File: config.mk
export PLATFORM = sky130hd
export DESIGN_NAME = lswp_seq
export DESIGN_NICKNAME = d
export VERILOG_FILES = /design/src/design/lswp_pkg.sv /design/src/design/lswp_seq.sv
export SDC_FILE = /design/constraint.sdc
export NUM_CORES = 1
export LEC_CHECK = 0
export ABC_AREA = 1
export BUFFER_PORTS_ARGS = -buffer_cell sky130_fd_sc_hd__buf_2
export CAP_MARGIN = 20
export CORE_MARGIN = 3
export CORE_UTILIZATION = 60
export CTS_BUF_LIST = sky130_fd_sc_hd__clkbuf_8
export CTS_CLUSTER_DIAMETER = 150
export DETAILED_ROUTE_END_ITERATION = 7
export HOLD_SLACK_MARGIN = 0.05
export PLACE_DENSITY_LB_ADDON = 0.12
export SLEW_MARGIN = 25
export SYNTH_ARGS = -nofsm -noshare
export SYNTH_HDL_FRONTEND = slang
export SYNTH_SLANG_ARGS = --single-unit
File: constraint.sdc
create_clock -name i_clk -period 3.49 [get_ports i_clk]
set_input_delay 0.5235 -clock i_clk [delete_from_list [all_inputs] [get_ports i_clk]]
set_output_delay 0.5235 -clock i_clk [all_outputs]
set_load 0.005 [all_outputs]
File: src/design/lswp_pkg.sv
`default_nettype none

package lswp_pkg;

    // Strip size default
    localparam int NUM_LEDS_DEF = 29;

    // Fixed-point constants (Q1.16 / Q2.16)
    localparam int              Q16_TWO  = 131072;
    localparam logic [16:0]     ONE_Q16  = 17'h10000;
    localparam logic [17:0]     TWO_Q16  = 18'h20000;

    // Configuration register indexes
    localparam logic [2:0] CFG_PERIOD   = 3'd0;
    localparam logic [2:0] CFG_GAIN     = 3'd1;
    localparam logic [2:0] CFG_MODE     = 3'd2;
    localparam logic [2:0] CFG_BEND_X   = 3'd3;
    localparam logic [2:0] CFG_BEND_Y   = 3'd4;
    localparam logic [2:0] CFG_SPATIAL  = 3'd5;

    // Waveform modes
    localparam logic [2:0] WAVE_BEND    = 3'd0;
    localparam logic [2:0] WAVE_POW_MAX = 3'd5;

    // Phase divider: two quotient bits per cycle over 50 dividend bits
    localparam logic [4:0] PH_LAST_STEP = 5'd24;

    typedef struct packed {
        logic [15:0] period_ms;
        logic [7:0]  peak_gain;
        logic [2:0]  wave_mode;
        logic [15:0] bend_x;
        logic [15:0] bend_y;
        logic [3:0]  spatial_cycles;
    } t_cfg;

    localparam t_cfg CFG_RESET = '{
        period_ms:      16'd5000,
        peak_gain:      8'd254,
        wave_mode:      3'd5,
        bend_x:         16'd32768,
        bend_y:         16'd32768,
        spatial_cycles: 4'd4
    };

    // One LED on its way from the sequencer into the shaping pipeline
    typedef struct packed {
        logic        valid;
        logic [5:0]  led;
        logic        last;
        logic [16:0] x;
    } t_seq_item;

    typedef enum logic [1:0] {
        PH_IDLE,
        PH_BUSY,
        PH_DONE
    } t_ph_state;

endpackage

`default_nettype wire

File: src/design/lswp_seq.sv
`default_nettype none

module lswp_seq #(
    parameter int NUM_LEDS = lswp_pkg::NUM_LEDS_DEF
) (
    input  wire logic        i_clk,
    input  wire logic        i_rst_n,
    input  wire logic [3:0]  i_spatial_cycles,
    input  wire logic        i_en,
    input  wire logic        i_t_valid,
    input  wire logic [16:0] i_t,
    output logic             o_t_ready,
    output lswp_pkg::t_seq_item o_item
);
    import lswp_pkg::*;

    localparam int LedW = (NUM_LEDS > 1) ? $clog2(NUM_LEDS) : 1;

    logic [16:0]     c_frac [NUM_LEDS];
    logic [LedW-1:0] c_scm  [16];

    logic            r_busy;
    logic [LedW-1:0] r_led;
    logic [LedW-1:0] r_rem;
    logic [16:0]     r_t;
    t_seq_item       r_item;

    logic            last_now;
    logic            emit;
    logic            take;
    logic [LedW:0]   rem_sum;
    logic [LedW-1:0] rem_next;

    // Offset fraction floor(r * 2^17 / N) for remainder r = (cycles * i) mod N
    for (genvar r = 0; r < NUM_LEDS; r++) begin : g_frac
        assign c_frac[r] = 17'((r * Q16_TWO) / NUM_LEDS);
    end

    // cycles mod N
    for (genvar s = 0; s < 16; s++) begin : g_scm
        assign c_scm[s] = LedW'(s % NUM_LEDS);
    end

    assign last_now  = (r_led == LedW'(NUM_LEDS - 1));
    assign emit      = r_busy & i_en;
    assign o_t_ready = ~r_busy | (emit & last_now);
    assign take      = i_t_valid & o_t_ready;

    // Remainder walk: add cycles mod N, wrap once
    assign rem_sum  = {1'b0, r_rem} + {1'b0, c_scm[i_spatial_cycles]};
    assign rem_next = (rem_sum >= (LedW + 1)'(NUM_LEDS))
                      ? LedW'(rem_sum - (LedW + 1)'(NUM_LEDS)) : rem_sum[LedW-1:0];

    always_ff @(posedge i_clk) begin
        if (!i_rst_n) begin
            r_busy <= 1'b0;
        end else if (take) begin
            r_busy <= 1'b1;
        end else if (emit & last_now) begin
            r_busy <= 1'b0;
        end
    end

    always_ff @(posedge i_clk) begin
        if (take) begin
            r_t   <= i_t;
            r_led <= '0;
            r_rem <= '0;
        end else if (emit) begin
            r_led <= r_led + LedW'(1);
            r_rem <= rem_next;
        end
    end

    // Output stage: wrapped phase of this LED
    always_ff @(posedge i_clk) begin
        if (!i_rst_n) begin
            r_item.valid <= 1'b0;
        end else if (i_en) begin
            r_item.valid <= r_busy;
        end
        if (i_en) begin
            r_item.led  <= 6'(r_led);
            r_item.last <= last_now;
            r_item.x    <= r_t + c_frac[r_rem];
        end
    end

    assign o_item = r_item;

endmodule

`default_nettype wire

### Word level (Yosys, flattened, before mapping)

Memory sizes are Yosys's and may differ from the RTL's.
Cells that the tools add are included.

| storage, ports and cells | value |
|---|---|
| bits in registers | 52 |
| latch bits | 0 |
| bits in writable memories | 0 |
| memory bits (read-only) | 624 |
| output and inout bits | 26 |
| logic and storage cells | 33 |
| memories kept | 2 |

Memory list:

| name | depth | bits a word | rd ports | clocked after Yosys merged registers in | write ports | line | RTL |
|---|---|---|---|---|---|---|---|
| (name not given) | 32 | 17 | 1 | 0 | 0 | lswp_seq.sv:85 | `r_item.x <= r_t + c_frac[r_rem];` |
| (name not given) | 16 | 5 | 1 | 0 | 0 | lswp_seq.sv:50 | `assign rem_sum = {1'b0, r_rem} + {1'b0, c_scm[i_spatial_cycles]};` |

| operators by class | value |
|---|---|
| add/sub/neg operators | 4 |
| multipliers | 0 |
| div/mod/pow operators | 0 |
| order comparisons | 3 |
| equal/unequal tests | 1 |
| shift operators | 0 |
| muxes and demuxes | 7 |
| bitwise gates (word level) | 7 |
| reduce and logical (&&, ||, !) cells | 1 |

Operators with widths:

| operator | count |
|---|---|
| 17-bit two-way mux | 2 |
| 17-bit adder | 1 |
| 5-bit two-way mux | 3 |
| 5-bit by 5-bit adder with 6-bit output | 1 |
| 6-bit by 5-bit greater-or-equal comparator with 1-bit output (second input constant) | 1 |
| 6-bit greater-or-equal comparator (second input constant) | 1 |
| 5-bit NOT with 6-bit output | 1 |
| 5-bit by 1-bit adder with 5-bit output (second input constant) | 1 |
| 5-bit equality test (second input constant) | 1 |
| 5-bit greater-or-equal comparator (second input constant) | 1 |
| 4-bit NOT with 5-bit output | 1 |
| 5-bit subtractor (second input constant) | 1 |
| 1-bit AND | 3 |
| 1-bit two-way mux | 2 |
| 2-bit nonzero test | 1 |
| 1-bit NOT | 1 |
| 1-bit bitwise OR | 1 |

### Longest topological paths before layout

| depth | value |
|---|---|
| word-level depth | 7 |
| depth in mapped cells | 17 |
| depth with buffers taken out | 16 |

### Worst setup path before layout

OpenSTA, ideal clock, no wires.

| timing | value |
|---|---|
| path type | reg-to-reg |
| start | register r_rem[0] |
| end | register r_item, in the netlist o_item[9] (data pin) |
| setup time | 0.252 ns |
| arrival | 2.548 ns |
| required time | 3.238 ns |
| setup slack | 0.690 ns |
| stages on the path, launching flop included | 15 |
| path through | dfxtp_1 -> inv_1 -> ha_1 -> nand2_1 -> nand2_1 -> nor3_1 -> a311o_1 -> ha_1 -> a21oi_1 -> a21boi_2 -> o21ai_1 -> a21oi_1 -> inv_1 -> nand2_1 -> nand2_1 |

| on the way | value |
|---|---|
| cells in the longest elaborated chain, start to end | 5 |

Ends and longest elaborated chain:

| what | line | RTL |
|---|---|---|
| from (decl) | lswp_seq.sv:24 | `logic [LedW-1:0] r_rem;` |
| from (signal assigned) | lswp_seq.sv:71 | `r_rem <= rem_next;` |
| 5-bit NOT with 6-bit output (implied by the code) | lswp_seq.sv:85 |  |
| memory read 32 x 17 bit | n/a |  |
| 17-bit two-way mux (implied by the code) (2 in a row) | lswp_seq.sv:85 |  |
| 17-bit adder | lswp_seq.sv:85 |  |
| to (decl) | lswp_seq.sv:26 | `t_seq_item r_item;` |

No other way between the ends. The select of a mux whose other input is x is not followed.
A chain may end at the register's enable or synchronous reset.

### Final worst setup path

| timing | value |
|---|---|
| start | register r_rem[0] |
| end | register r_item, in the netlist o_item[15] (data pin) |

Same word-level chain as after synthesis.

==> run summary <==
* **Seq cells post-synth** 52
* **vias in the first global route** 3,022
* **sequential-to-total area share from yosys stat** 0.405
* **count of mapped cells out of synthesis** 417
* **Slew @ Worst Pin** 0.572 ns
* **number of antenna violations at the first check in global routing** 0
* **share of flip-flops with an asynchronous set or reset after synthesis** 0
* **max-cap check violation count** 0
* **maximum root-to-sink buffer count** 2
* **detailed-route vias per instance** 5.54
* **sequential fraction of design power** 0.379
* **overall power of the completed layout** 2.22 mW
* **synth-to-layout area growth** 12.6%
* **Placement Cell Area** 3900 um2
* **smallest hold slack** 0.386 ns
* **routed via count** 3,010
* **Worst Setup Path Type** reg -> reg
* **portion of total power attributed to combinational logic** 0.435
* **number of buffers added to fix hold violations after cts** 0
* **Detail Route Antenna Nets** 0
* **Chip Width** 83.0 um
* **post-layout worst setup margin** 0.242 ns
* **clock root buffer** sky130_fd_sc_hd__clkbuf_8
* **global-route wire length before repair** 13,400 um
* **All-Layer GR Usage** 0.235
* **diodes inserted** 0
* **Sw Ratio** 0.373
* **Finish-stage setup viols** 0
* **outcome** complete, no violations
* **post-placement worst setup slack** 0.246 ns
* **share of the cycle needed by the critical path after routing** 0.931
* **Rows** 27
* **Critical Path Source Type** register
* **power density over the cells** 554 nW/um2
* **number of library cell types mapped by synthesis** 43
* **DRT iter0 DRCs** 157
* **count of nets after finishing** 531
* **crit-path leading delay family** compound AO/OA/AOI/OAI gates
* **insertion delay of the later-clocked pin in the worst-skew pair** 0.30 ns
* **clock-pin slew reported for the worst setup and hold paths after clock tree synthesis** 0.09 ns
* **slowest library cell on the worst path** sky130_fd_sc_hd__dfxtp_2
* **delay of the slowest critical-path stage** 0.46 ns
* **cell-internal power** 1.39 mW
* **most frequent cell on the critical path** sky130_fd_sc_hd__nand2_1
* **number of top-level pins** 51
* **R2R setup slack** 0.24 ns
* **post-synthesis instance area** 3560 um2
* **TritonCTS buffer count** 5
* **starting density of the core** 0.635
* **fraction of synthesized cell area taken by the top area cell type** 0.337
* **H-tree depth** 2
* **Finished Cell Area** 4010 um2
* **total placed cells including tap cells** 535
* **most used flip-flop cell after synthesis** sky130_fd_sc_hd__edfxtp_1
* **min cycle time layout** 3.25 ns
* **RSZ-0062 raised after global routing** false
* **EDFF count, synth** 40
* **cell type with the largest total area after synthesis** sky130_fd_sc_hd__edfxtp_1
* **Clock Power Share** 0.185
* **maximum number of pins on one net before global-route repair** 27
* **endpoint of the worst hold path** r_t[1]
* **number of port buffers** 49
* **# Post-CTS Setup Buffers** 0
* **Fmax achieved** 308 MHz
* **final weighted congestion in routability-driven placement** 0.885
* **endpoint kind of the worst setup timing path** register
* **switching power of the nets** 0.829 mW
* **WL final** 7850 um
* **HPWL reported at the end of detailed placement** 5890 um
* **remaining max-slew budget at the tightest pin** 0.618
* **length of the first detailed-routing pass in iterations** 4
* **hold path depth** 1
* **Worst Path Max Fanout** 11
* **required time at the worst-slack endpoint** 3.55 ns
* **maximum vdd drop** 0.388 mV
* **Mapped Nets** 478
* **CP bufs+invs** 2
* **number of hold-slack violations in the final timing report** 0
* **worst-path cell chain** inv_1 -> ha_1 -> nand2_1 -> nand2_1 -> inv_1 -> nand2_1 -> nand2_1 -> o21ai_0 -> ha_1 -> a21oi_1 -> o21ai_0 -> nand2_1 -> nand3_1 -> a21oi_1 -> xor2_1
* **DRC violation count after routing** 0
* **number of cells on the worst reg-to-reg path** 15
* **warning count from the yosys run** 0
* **placeable core region** 5610 um2
* **worst min-delay path startpoint** i_t[1]
* **endpoint arrival time on the critical path** 3.30 ns
* **end of the worst register-to-register path** o_item[15]
* **share of final-layout standard cells stronger than drive strength 1** 0.197
* **beginning of the worst register-to-register path** r_rem[0]
* **setup TNS** 0 ns
* **remaining global-route overflow** 0
* **largest clock skew in the final design** 0.00753 ns
* **leakage power of the design** 1.90 nW
* **post-layout util** 0.715
* **per-instance average area after synthesis** 8.54 um2
* **Synth area leaders** sky130_fd_sc_hd__edfxtp_1, sky130_fd_sc_hd__ha_1, sky130_fd_sc_hd__nand2_1, sky130_fd_sc_hd__dfxtp_1, sky130_fd_sc_hd__a21oi_1
* **Commonest cells post-synth** sky130_fd_sc_hd__nand2_1, sky130_fd_sc_hd__inv_1, sky130_fd_sc_hd__a21oi_1, sky130_fd_sc_hd__edfxtp_1, sky130_fd_sc_hd__ha_1
* **clock tree from TritonCTS** yes
* **Final Instance Count excl. Fillers** 543
* **total die area** 6890 um2
* **final number of max-transition violations** 0
* **die span in y** 83.0 um
* **wire length per cell after detailed routing** 14.5 um
* **min-delay worst type** in -> reg
* **sink count of the clock tree** 52
* **cell with the most instances after synthesis** sky130_fd_sc_hd__nand2_1
==> timing repair <==
item / in CTS / in global routing
setup endpoints to repair: 0 / 5
endpoints found under the hold margin: 0 / 0
gates resized for setup: 0 / 1
==> layout by cell type (no fill, tap or decap), types with 4 or more instances in the layout <==
| cell | count |
|---|---|
| sky130_fd_sc_hd__nand2_1 | 80 |
| sky130_fd_sc_hd__inv_1 | 50 |
| sky130_fd_sc_hd__buf_2 | 49 |
| sky130_fd_sc_hd__a21oi_1 | 40 |
| sky130_fd_sc_hd__edfxtp_1 | 40 |
| sky130_fd_sc_hd__ha_1 | 34 |
| sky130_fd_sc_hd__nor2_1 | 31 |
| sky130_fd_sc_hd__o21ai_0 | 25 |
| sky130_fd_sc_hd__nand3_1 | 17 |
| sky130_fd_sc_hd__dfxtp_1 | 11 |
| sky130_fd_sc_hd__xor2_1 | 9 |
| sky130_fd_sc_hd__buf_4 | 7 |
| sky130_fd_sc_hd__inv_2 | 6 |
| sky130_fd_sc_hd__xnor2_1 | 6 |
| sky130_fd_sc_hd__nand4_1 | 5 |
| sky130_fd_sc_hd__clkbuf_8 | 5 |
| sky130_fd_sc_hd__nor3_1 | 4 |
| sky130_fd_sc_hd__o21ai_1 | 4 |
| sky130_fd_sc_hd__a21oi_2 | 4 |
| sky130_fd_sc_hd__nand2_2 | 4 |
==> per-layer routing <==
metal | up-vias | routed length [um] | track usage
li1 | 1514 | - | -
met1 | 1363 | 3290 | 0.293
met2 | 115 | 3860 | 0.406
met3 | 18 | 478 | 0.0377
met4 | 0 | 217 | 0.0936
met5 | - | 0 | 0
==> worst max path at each step <==
stage / from / endpoint / slack (ns) / cells after the start
after detailed placement: r_rem[0] / o_item[15] / 0.25 / 15
after CTS: r_rem[0] / o_item[15] / 0.14 / 15
after global routing: r_rem[1] / o_item[16] / 0.08 / 15
after floorplan: r_rem[0] / o_item[9] / 0.69 / 14
after global placement: r_rem[0] / o_item[16] / 0.33 / 15
final: r_rem[0] / o_item[15] / 0.24 / 15
==> power by group through the flow <==
stage / Sequential [mW] / Combinational, mW / Clock, mW
2_1_floorplan: 0.865 / 0.676 / 0
3_3_place_gp: 0.853 / 0.924 / 0
3_5_place_dp: 0.855 / 0.947 / 0
4_1_cts: 0.844 / 0.964 / 0.420
5_1_grt: 0.855 / 1.09 / 0.447
6_report: 0.843 / 0.967 / 0.412
==> logic make-up after synthesis <==
kind of cell	after synthesis	share of synthesized area
compound gates	96	0.161
flops	52	0.405
simple gates	150	0.191
buf+inv	67	0.0745
xor+xnor	15	0.0369
other cells	1	0.00105
fa+ha+maj	36	0.131
==> state kept, by name (all words and copies together) (netlist names) <==
register / cells
o_item: 24
r_busy: 1
r_t: 17
r_rem: 5
r_led: 5
==> area by class of cell <==
type	count	area, um2
timing repair buffer	56	298
tap	72	90.1
multi-input combinational	298	1850
sequential	52	1440
inverter	57	214
clock buffer	5	68.8
fill	457	1600
clock inverter	3	42.5
No activity file was read; power rests on OpenSTA's default activity.
