===== src/design/lswp_pkg.sv =====
`default_nettype none

package lswp_pkg;

    // Strip size default
    localparam int NUM_LEDS_DEF = 29;

    // Fixed-point constants (Q1.16 / Q2.16)
    localparam int              Q16_TWO  = 131072;
    localparam logic [16:0]     ONE_Q16  = 17'h10000;
    localparam logic [17:0]     TWO_Q16  = 18'h20000;

    // Configuration register indexes
    localparam logic [2:0] CFG_PERIOD   = 3'd0;
    localparam logic [2:0] CFG_GAIN     = 3'd1;
    localparam logic [2:0] CFG_MODE     = 3'd2;
    localparam logic [2:0] CFG_BEND_X   = 3'd3;
    localparam logic [2:0] CFG_BEND_Y   = 3'd4;
    localparam logic [2:0] CFG_SPATIAL  = 3'd5;

    // Waveform modes
    localparam logic [2:0] WAVE_BEND    = 3'd0;
    localparam logic [2:0] WAVE_POW_MAX = 3'd5;

    // Phase divider: two quotient bits per cycle over 50 dividend bits
    localparam logic [4:0] PH_LAST_STEP = 5'd24;

    typedef struct packed {
        logic [15:0] period_ms;
        logic [7:0]  peak_gain;
        logic [2:0]  wave_mode;
        logic [15:0] bend_x;
        logic [15:0] bend_y;
        logic [3:0]  spatial_cycles;
    } t_cfg;

    localparam t_cfg CFG_RESET = '{
        period_ms:      16'd5000,
        peak_gain:      8'd254,
        wave_mode:      3'd5,
        bend_x:         16'd32768,
        bend_y:         16'd32768,
        spatial_cycles: 4'd4
    };

    // One LED on its way from the sequencer into the shaping pipeline
    typedef struct packed {
        logic        valid;
        logic [5:0]  led;
        logic        last;
        logic [16:0] x;
    } t_seq_item;

    typedef enum logic [1:0] {
        PH_IDLE,
        PH_BUSY,
        PH_DONE
    } t_ph_state;

endpackage

`default_nettype wire


===== src/design/lswp_phase.sv =====
`default_nettype none

module lswp_phase (
    input  wire logic        i_clk,
    input  wire logic        i_rst_n,
    input  wire logic [15:0] i_period,
    input  wire logic        i_in_valid,
    output logic             o_in_ready,
    input  wire logic [31:0] i_time_ms,
    output logic             o_t_valid,
    output logic [16:0]      o_t,
    input  wire logic        i_t_ready
);
    import lswp_pkg::*;

    t_ph_state   r_state;
    t_ph_state   n_state;
    logic [4:0]  r_cnt;
    logic [32:0] r_num;
    logic [15:0] r_rem;
    logic [16:0] r_q;
    logic [15:0] per;
    logic [16:0] step_a;
    logic [16:0] step_b;
    logic        accept;

    // One restoring step: {quotient bit, new remainder}
    function automatic logic [16:0] div_step(input logic [15:0] rem,
                                             input logic       bit_in,
                                             input logic [15:0] dv);
        logic [16:0] r;
        r = {rem, bit_in};
        if (r >= {1'b0, dv}) begin
            div_step = {1'b1, 16'(r - {1'b0, dv})};
        end else begin
            div_step = {1'b0, r[15:0]};
        end
    endfunction

    // A zero period counts as one
    assign per = (i_period == '0) ? 16'd1 : i_period;

    // Two steps per cycle
    assign step_a = div_step(r_rem, r_num[32], per);
    assign step_b = div_step(step_a[15:0], r_num[31], per);

    assign accept = i_in_valid & o_in_ready;

    // Next state
    always_comb begin
        n_state = r_state;
        unique case (r_state)
            PH_IDLE: begin
                if (i_in_valid) n_state = PH_BUSY;
            end
            PH_BUSY: begin
                if (r_cnt == PH_LAST_STEP) n_state = PH_DONE;
            end
            PH_DONE: begin
                if (i_t_ready) n_state = i_in_valid ? PH_BUSY : PH_IDLE;
            end
            default: n_state = PH_IDLE;
        endcase
    end

    // Outputs: a new item is taken while the finished phase is handed off
    always_comb begin
        o_in_ready = 1'b0;
        o_t_valid  = 1'b0;
        unique case (r_state)
            PH_IDLE: o_in_ready = 1'b1;
            PH_BUSY: o_in_ready = 1'b0;
            PH_DONE: begin
                o_in_ready = i_t_ready;
                o_t_valid  = 1'b1;
            end
            default: o_in_ready = 1'b0;
        endcase
    end

    assign o_t = r_q;

    always_ff @(posedge i_clk) begin
        if (!i_rst_n) begin
            r_state <= PH_IDLE;
            r_cnt   <= '0;
        end else begin
            r_state <= n_state;
            if (accept) begin
                r_cnt <= '0;
            end else if (r_state == PH_BUSY) begin
                r_cnt <= r_cnt + 5'd1;
            end
        end
    end

    // Dividend {0, time, 17 zeros}; low 17 quotient bits are the phase
    always_ff @(posedge i_clk) begin
        if (accept) begin
            r_num <= {1'b0, i_time_ms};
            r_rem <= '0;
        end else if (r_state == PH_BUSY) begin
            r_num <= {r_num[30:0], 2'b00};
            r_rem <= step_b[15:0];
            r_q   <= {r_q[14:0], step_a[16], step_b[16]};
        end
    end

endmodule

`default_nettype wire


===== config.mk =====
export PLATFORM = sky130hd
export DESIGN_NAME = lswp_phase
export DESIGN_NICKNAME = d
export VERILOG_FILES = /design/src/design/lswp_pkg.sv /design/src/design/lswp_phase.sv
export SDC_FILE = /design/constraint.sdc
export NUM_CORES = 1
export LEC_CHECK = 0
export ABC_AREA = 1
export BUFFER_PORTS_ARGS = -buffer_cell sky130_fd_sc_hd__buf_2
export CORE_AREA = 2 2 105 107
export DETAILED_ROUTE_END_ITERATION = 6
export DIE_AREA = 0 0 107 109
export PLACE_DENSITY = 0.7
export SLEW_MARGIN = 20
export SYNTH_ARGS = -nofsm -noshare
export SYNTH_HDL_FRONTEND = slang
export SYNTH_SLANG_ARGS = --single-unit

===== constraint.sdc =====
create_clock -name i_clk -period 8.48 [get_ports i_clk]
set_input_delay 0.848 -clock i_clk [delete_from_list [all_inputs] [get_ports i_clk]]
set_output_delay 0.848 -clock i_clk [all_outputs]
set_load 0.01 [all_outputs]

# ---- Word level (Yosys, flattened, before mapping)
# Cells that the tools add are included.
dict set report word_totals {
  output_inout_bits 19
  ff_bits 73
}
dict set report op_classes {
  n_lt_le_gt_ge 2
  muxes 12
  eq_ne 6
  add_sub_neg 3
  bitwise 3
  n_reduce_logical 6
}
# cell n
set op_table {}
lappend op_table {{$mux W32} 2}
lappend op_table {{$ge A17 B16 Y1} 2}
lappend op_table {{$mux W17} 2}
lappend op_table {{$sub A16 B16 Y16} 2}
lappend op_table {{$logic_not A16 Y1} 1}
lappend op_table {{$mux W16} 1}
lappend op_table {{$mux W2} 3}
lappend op_table {{$ne A2 B2 Y1 const B} 3}
lappend op_table {{$pmux W2 S3} 1}
lappend op_table {{$add A5 B1 Y5 const B} 1}
lappend op_table {{$eq A5 B5 Y1 const B} 1}
lappend op_table {{$reduce_and A3 Y1} 1}
lappend op_table {{$eq A2 B1 Y1 const B} 1}
lappend op_table {{$eq A2 B2 Y1 const B} 1}
lappend op_table {{$logic_not A2 Y1} 1}
lappend op_table {{$mux W1} 2}
lappend op_table {{$not A1 Y1} 2}
lappend op_table {{$pmux W1 S2} 1}
lappend op_table {{$reduce_and A2 Y1} 1}
lappend op_table {{$reduce_bool A2 Y1} 1}
lappend op_table {{$reduce_or A2 Y1} 1}
lappend op_table {{$and A1 B1 Y1} 1}

# ---- Depth between registers and ports, before layout
# Gate-level depths: netlist of the first run.
dict set report depth {
  ltp_word 6
  depth_mapped 30
  mapped_depth_nobuf 29
}

# ---- Worst setup path before layout of the first run
# OpenSTA, ideal clock, no wires.
dict set report synth_path {
  path_kind {input port to flip-flop}
  from {input port i_period[12]}
  to {register r_rem[9]}
  n_path_buf 1
  stages 25
  path_slack_ns 4.108
  setup_ns 0.112
  arrival_ns 4.260
  required_ns 8.368
  cell_sequence {nor4_1 > nand3_1 > o41ai_1 > ha_1 > inv_1 > fa_1 > nand3_1 > nand2_1 > nand2_1 > nand2_1 > nand3_1 > nand2_1 > nand2_1 > nand3_1 > nand2_1 > inv_1 > ha_1 > nand2_1 > nor4_1 > a21oi_4 > nand4_4 > buf_4 > nand2_1 > nand3_2 > nand2_2}
}
dict set report synth_via {
  elab_chain_cells 6
  word_cells_on_any_way 8
  cone_classes {add/sub: 2; order compare: 2; mux: 3; reduce/logical: 1}
}
# item line_no
set synth_rtl {}
lappend synth_rtl {{start, declared} lswp_phase.sv:6} ;# input wire logic [15:0] i_period,
lappend synth_rtl {{$logic_not A16 Y1} lswp_phase.sv:41} ;# assign per = (i_period == '0) ? 16'd1 : i_period;
lappend synth_rtl {{$mux W16 *} lswp_phase.sv:41}
lappend synth_rtl {{$sub A16 B16 Y16 / $ge A17 B16 Y1 (equally long branches)} {lswp_phase.sv:34, lswp_phase.sv:33}}
lappend synth_rtl {{$mux W17} lswp_phase.sv:33} ;# if (r >= {1'b0, dv}) begin
lappend synth_rtl {{$sub A16 B16 Y16 / $ge A17 B16 Y1 (equally long branches)} {lswp_phase.sv:34, lswp_phase.sv:33}}
lappend synth_rtl {{$mux W17 *} lswp_phase.sv:33}
lappend synth_rtl {{end signal, assigned} lswp_phase.sv:104} ;# r_rem <= step_b[15:0];
lappend synth_rtl {{end, declared} lswp_phase.sv:20} ;# logic [15:0] r_rem;
# Mark *: on every way between the ends. The rest lies on a longest branch, timed or not.
# A chain may end at the register's enable or synchronous reset.

# ---- Final worst setup path of the first run
dict set report layout_path {
  from {input port i_period[12]}
  to {register r_rem[6]}
}
# Same word-level chain as after synthesis.

==> results of run 1 <==
==> placed cells by master (no fill, tap or decap), types with 2 or more instances in the layout <==
cell type	count
edfxtp_1	49
ha_1	34
nand2_1	171
nand3_2	22
nand2_2	10
nor3b_1	2
buf_4	2
nand3_1	33
inv_1	90
a21oi_1	32
nor2_2	2
inv_2	5
o21ai_1	5
o21ai_0	13
clkbuf_8	9
nand2_4	2
mux2_2	30
fa_1	2
nor4_1	3
dfxtp_1	24
buf_2	70
inv_6	3
a21o_1	3
nand4_1	6
nor2_1	29
xor2_1	5
xnor2_1	14
nor3_1	4
nand3b_1	3
o21ai_2	5
==> worst paths after layout <==
kind | startpoint | cells past startpoint | slack, ns | endpoint
setup / recovery | i_period[12] | 25 | 3.41 | r_rem[6]$_SDFFE_PP0P_
hold reg to reg | o_t[6]$_DFFE_PP_ | 0 | 0.44 | o_t[8]$_DFFE_PP_
hold / removal | o_t[6]$_DFFE_PP_ | 0 | 0.44 | o_t[8]$_DFFE_PP_
setup reg to reg | r_rem[5]$_SDFFE_PP0P_ | 23 | 4.33 | r_rem[6]$_SDFFE_PP0P_
==> layout make-up <==
| class | instances | area (sq um) | area share [%] |
|---|---|---|---|
| Multi-Input combinational cell | 445 | 2780 | 47.9 |
| Sequential cell | 73 | 1950 | 33.6 |
| Timing Repair Buffer | 72 | 365 | 6.28 |
| Inverter | 96 | 360 | 6.20 |
| Tap cell | 140 | 175 | 3.01 |
| Clock buffer | 9 | 124 | 2.13 |
| Clock inverter | 7 | 52.6 | 0.904 |
==> metrics by stage <==
stage / instances / cell area, sq um / hold WS [ns]
4_1_cts: 842 / 5810 / 0.440
5_1_grt: 842 / 5810 / 0.444
3_5_place_dp: 826 / 5640 / 0.434
3_3_place_gp: 826 / 5640 / 0.429
6_report: 842 / 5810 / 0.438
2_1_floorplan: 627 / 5200 / 0.439
==> flip-flops by register name, summed over array words and instances (netlist names) <==
name and flops:
o_t 17, r_state 2, r_num 33, r_rem 16
r_cnt 5
==> per-layer routing <==
metal	vias to the layer above	share of wire, %
met3	22	4.8
li1	2204	-
met2	124	50
met5	-	0
met1	2016	43
met4	0	1.6
==> logic make-up after synthesis <==
group | after synthesis
AO/OA/AOI/OAI | 65
XOR/XNOR | 19
adder cells (fa/ha/maj) | 36
buffers and inverters | 109
flip-flops | 73
multiplexers | 30
AND/OR/NAND/NOR | 295
==> where the power goes <==
group | total [mW] | internal [mW] | switching [mW] | leakage, nW
Clock | 0.250 | 0.108 | 0.142 | 0.0866
Sequential | 0.501 | 0.455 | 0.0455 | 0.675
Combinational | 1.40 | 0.508 | 0.895 | 2.08
==> worst max-delay path, cell delays in order <==
cell and delay [ns]:
buf_2 0.10, nor4_1 0.27, nand3_1 0.19, o41ai_1 0.40
ha_1 0.23, inv_1 0.08, fa_1 0.44, nand3_1 0.11
nand2_1 0.13, nand2_1 0.09, nand3_1 0.08, xnor2_1 0.15
nand2_1 0.06, o21ai_1 0.14, inv_1 0.07, ha_1 0.34
nand2_1 0.14, o21ai_0 0.15, a21oi_1 0.15, nand2_1 0.11
nand2_2 0.38, nand4_4 0.32, nand2_1 0.17, nand3_2 0.09
nand2_1 0.10
==> impl_metrics.toml, run 1 <==
[clock_tree]
clock_path_buffers = 2
clkTransAtPathRegs_ns = 0.08
cts_tree = "done"
clkSinkCount = 73
post-cts-setup-buffer-count = 0
cts_root_buffer = "clkbuf_8"
htree_levels = 3
post_cts_resized = 0
cts_hold_buffers = 0
cts_buffers = 9
clock_latency_ns = 0.35

[synthesis]
synthSimpleGateAreaFrac_pct = 27.4
yosysMostFrequentCell = "nand2_1"
ys_seq_elements = 73
synth_nets = 715
yosysWarnings = 0
synth_mux_area_share_pct = 6.50
netlist_top_cells_count = "nand2_1, inv_1, edfxtp_1, ha_1, nand3_1"
synth_edf_count = 49
synth-seq-area-share_pct = 37.5
synth_compound_area_share_pct = 7.29
synthArstFlopShare_pct = 0
avgSynthCellArea_sq_um = 8.30
synth_top_family_by_area = "simple AND/OR/NAND/NOR gates"
ys_types = 45
synthXorXnorAreaFrac_pct = 3.20
yosysTopAreaCell = "edfxtp_1"
synth_ff_type = "edfxtp_1"
ys_top_cells_by_area = "edfxtp_1, nand2_1, dfxtp_1"
syn_inst = 627
yosys.area.top_type_share_pct = 28.3
synthAdderAreaFrac_pct = 8.95
syn_area_sq_mm = 0.00520

[setup_path]
crit_arrival_ns = 5.36
crit_fanout = 16
cp-end-kind = "register"
critPathRequiredTime_ns = 8.78
crit_type = "in2reg"
start_kind = "input port"

[timing]
finalSetupTns_ns = 0
rsz0062_at_grt = "no"
worst_slack_ns = 3.41
timing.final.crit_share_pct = 59.8
tightest_slew_ns = 1.07
finalClockSkew_ns = 0.0134
drv_slew = 0
period_minus_slack_ns = 5.07
maxSlewHeadroom_pct = 28.4
hold_viol_final = 0
fmax_ghz = 0.197
finalSetupViolations = 0

[placed_design]
placement.io_buffers = 70
post-dp-hpwl_um = 9200
gp_congestion = 1.01
dp_slack_ns = 3.14

[grt]
use_met3_pct = 4.00
grt_use_total_pct = 21.1
grt_pass1_vias = 4325
use_met2_pct = 38.7
grt_first_pass_wirelength_um = 19300
met1_usage_pct = 24.9
antenna_found_initial = 0
grt-ovfl-total = 0
top_usage_layer = "met2"
grt_max_degree = 38

[min_path]
worstHoldPathType = "reg2reg"

[pwr]
cellPowerDensity_mw_per_mm2 = 370
ir_worst_vdd_mv = 0.218
p_total_mw = 2.15
p_leak_nw = 2.84

[die]
die_area_sq_mm = 0.0117
die_w_um = 107
ios = 71
die_height_um = 109
row_count = 38
core_sq_mm = 0.0106
start_util_pct = 49.1

[layout]
area_growth_pct = 11.8
post-route-util_pct = 54.8
num_antenna_cells = 0
drive_gt1_share_pct = 24.4
nFillCells = 998
nets = 785

[detailed_routing]
antenna_left = 0
drc = 0
drtIter0Drc = 261
routed_via_density = 5.19
detail_route.wl_per_cell_um = 13.9
firstDrtPassIters = 5
wl_um = 11700
routed-via-count = 4366

[run_status]
status = "finished, final reports clean"

[run]
max_cap_violations = 0
Note: power is estimated with default switching activity, not from simulation.
==> run 2: changes to the inputs <==
Clock period 8.48 ns to 5.2 ns, I/O delays scaled along.
==> impl_metrics.toml, run 2 (synthesis gave the netlist of run 1 again) <==
[setup_path]
critPathRequiredTime_ns = 5.45
crit_path_start = "i_period[12]"
slowest_stage = "nor4_1"
r2r-start = "r_rem[5]$_SDFFE_PP0P_"
crit_top_cell = "nand2_1"
start_kind = "input port"
crit_type = "in2reg"
r2r_end = "r_rem[5]$_SDFFE_PP0P_"
reg2reg_setup_slack_ns = 1.32
crit_arrival_ns = 4.73
crit_fanout = 16
cp-end-kind = "register"
slowest_delay_ns = 0.52
rr_worst_depth = 23
endpoint = "r_rem[5]$_SDFFE_PP0P_"

[detailed_routing]
detail_route.wl_per_cell_um = 13.7
drtIter0Drc = 206
wl_um = 11600
routed_via_density = 5.18
antenna_left = 0
drc = 0
firstDrtPassIters = 4
routed-via-count = 4364

[timing]
rsz0062_at_grt = "no"
worst_slack_ns = 0.718
drv_slew = 0
timing.final.crit_share_pct = 86.2
tightest_slew_ns = 1.06
finalSetupViolations = 0
finalSetupTns_ns = 0
period_minus_slack_ns = 4.48
finalClockSkew_ns = 0.0125
hold_viol_final = 0
maxSlewHeadroom_pct = 29.5
fmax_ghz = 0.223

[layout]
regMostFlops = "r_num"
design_area_sq_mm = 0.00584
nets = 786
layout.cells.most_common_list = "nand2_1, inv_1, buf_2, edfxtp_1, ha_1"
largest_reg_flops = 33
layout_commonest_cell = "nand2_1"
drive_gt1_share_pct = 24.3
area_growth_pct = 12.4
num_antenna_cells = 0

[die]
die_w_um = 107
ios = 71
die_area_sq_mm = 0.0117
die_height_um = 109
row_count = 38
start_util_pct = 49.1
core_sq_mm = 0.0106

[clock_tree]
clock_path_buffers = 2
cts_root_buffer = "clkbuf_8"
htree_levels = 3
post_cts_resized = 0
cts_hold_buffers = 0
clock_latency_ns = 0.36
post-cts-setup-buffer-count = 0
clkTransAtPathRegs_ns = 0.09
clkSinkCount = 73
cts_buffers = 9
cts_tree = "done"

[run]
max_cap_violations = 0

[pwr]
p_total_mw = 3.55
p_leak_nw = 2.86
ir_worst_vdd_mv = 0.314
cellPowerDensity_mw_per_mm2 = 607

[placed_design]
placed_cell_area_sq_mm = 0.00564
dp_slack_ns = 0.403
placement.io_buffers = 70
post-dp-hpwl_um = 9060
gp_congestion = 0.894

[grt]
grt_pass1_vias = 4340
grt_use_total_pct = 21.3
antenna_found_initial = 0
grt-ovfl-total = 0
grt_max_degree = 38
grt_first_pass_wirelength_um = 19400

[run_status]
status = "finished, final reports clean"

[min_path]
min_from = "i_rst_n"
worstHoldPathType = "in2reg"
## run 2: changes by cell type in the layout (fill, tap and decap cells not counted)
cell        delta
clkinvlp_2     -1
buf_4          +1
clkinv_2       -1
clkinv_1       +1
bufinv_16      +1
## run 2: critical path, delay by kind of cell
| kind | cells | cell delay (ns) |
|---|---|---|
| compound gates | 2 | 0.54 |
| fa+ha+maj | 3 | 1.01 |
| buf+inv | 3 | 0.23 |
| simple gates | 17 | 2.43 |
## run 2: how the worst min path moves through the flow
stage | cells past startpoint | slack (ns) | to
finish | 3 | 0.39 | r_state[0]$_SDFFE_PN0P_
global placement | 0 | 0.42 | o_t[5]$_DFFE_PP_
detailed placement | 0 | 0.43 | o_t[8]$_DFFE_PP_
global route | 3 | 0.40 | r_state[0]$_SDFFE_PN0P_
floorplan | 2 | 0.44 | r_num[32]$_SDFFE_PP0P_
CTS | 3 | 0.38 | r_state[0]$_SDFFE_PN0P_
## run 2: per-stage QoR
step / util (%) / instances / hold slack, ns
2_1_floorplan: - / 627 / 0.439
3_3_place_gp: 53.2 / 827 / 0.424
3_5_place_dp: 53.2 / 827 / 0.431
4_1_cts: 55.1 / 843 / 0.385
5_1_grt: 55.1 / 843 / 0.403
6_report: 55.1 / 843 / 0.393
## run 2: area by class of cell
type / instances / area [sq um]
inverters: 96 / 360
repair buffers: 73 / 373
fillers: 995 / 4760
clock buffers: 9 / 124
well taps: 140 / 175
clock inverters: 7 / 76.3
multi-input cells: 445 / 2780
flip-flops and latches: 73 / 1950
## run 2: routing by layer
layer  global-route usage (%)  vias up  wire length [um]
met2                     37.2      132              5650
met5                        0        -                 0
met1                     25.1     2006              4920
met3                     5.62       24               686
li1                         -     2202                 -
met4                     8.07        0               329
## run 2: power by group
group	switching [mW]	internal (mW)
combinational	1.44	0.839
sequential	0.0712	0.743
clock	0.233	0.226
total	1.74	1.81
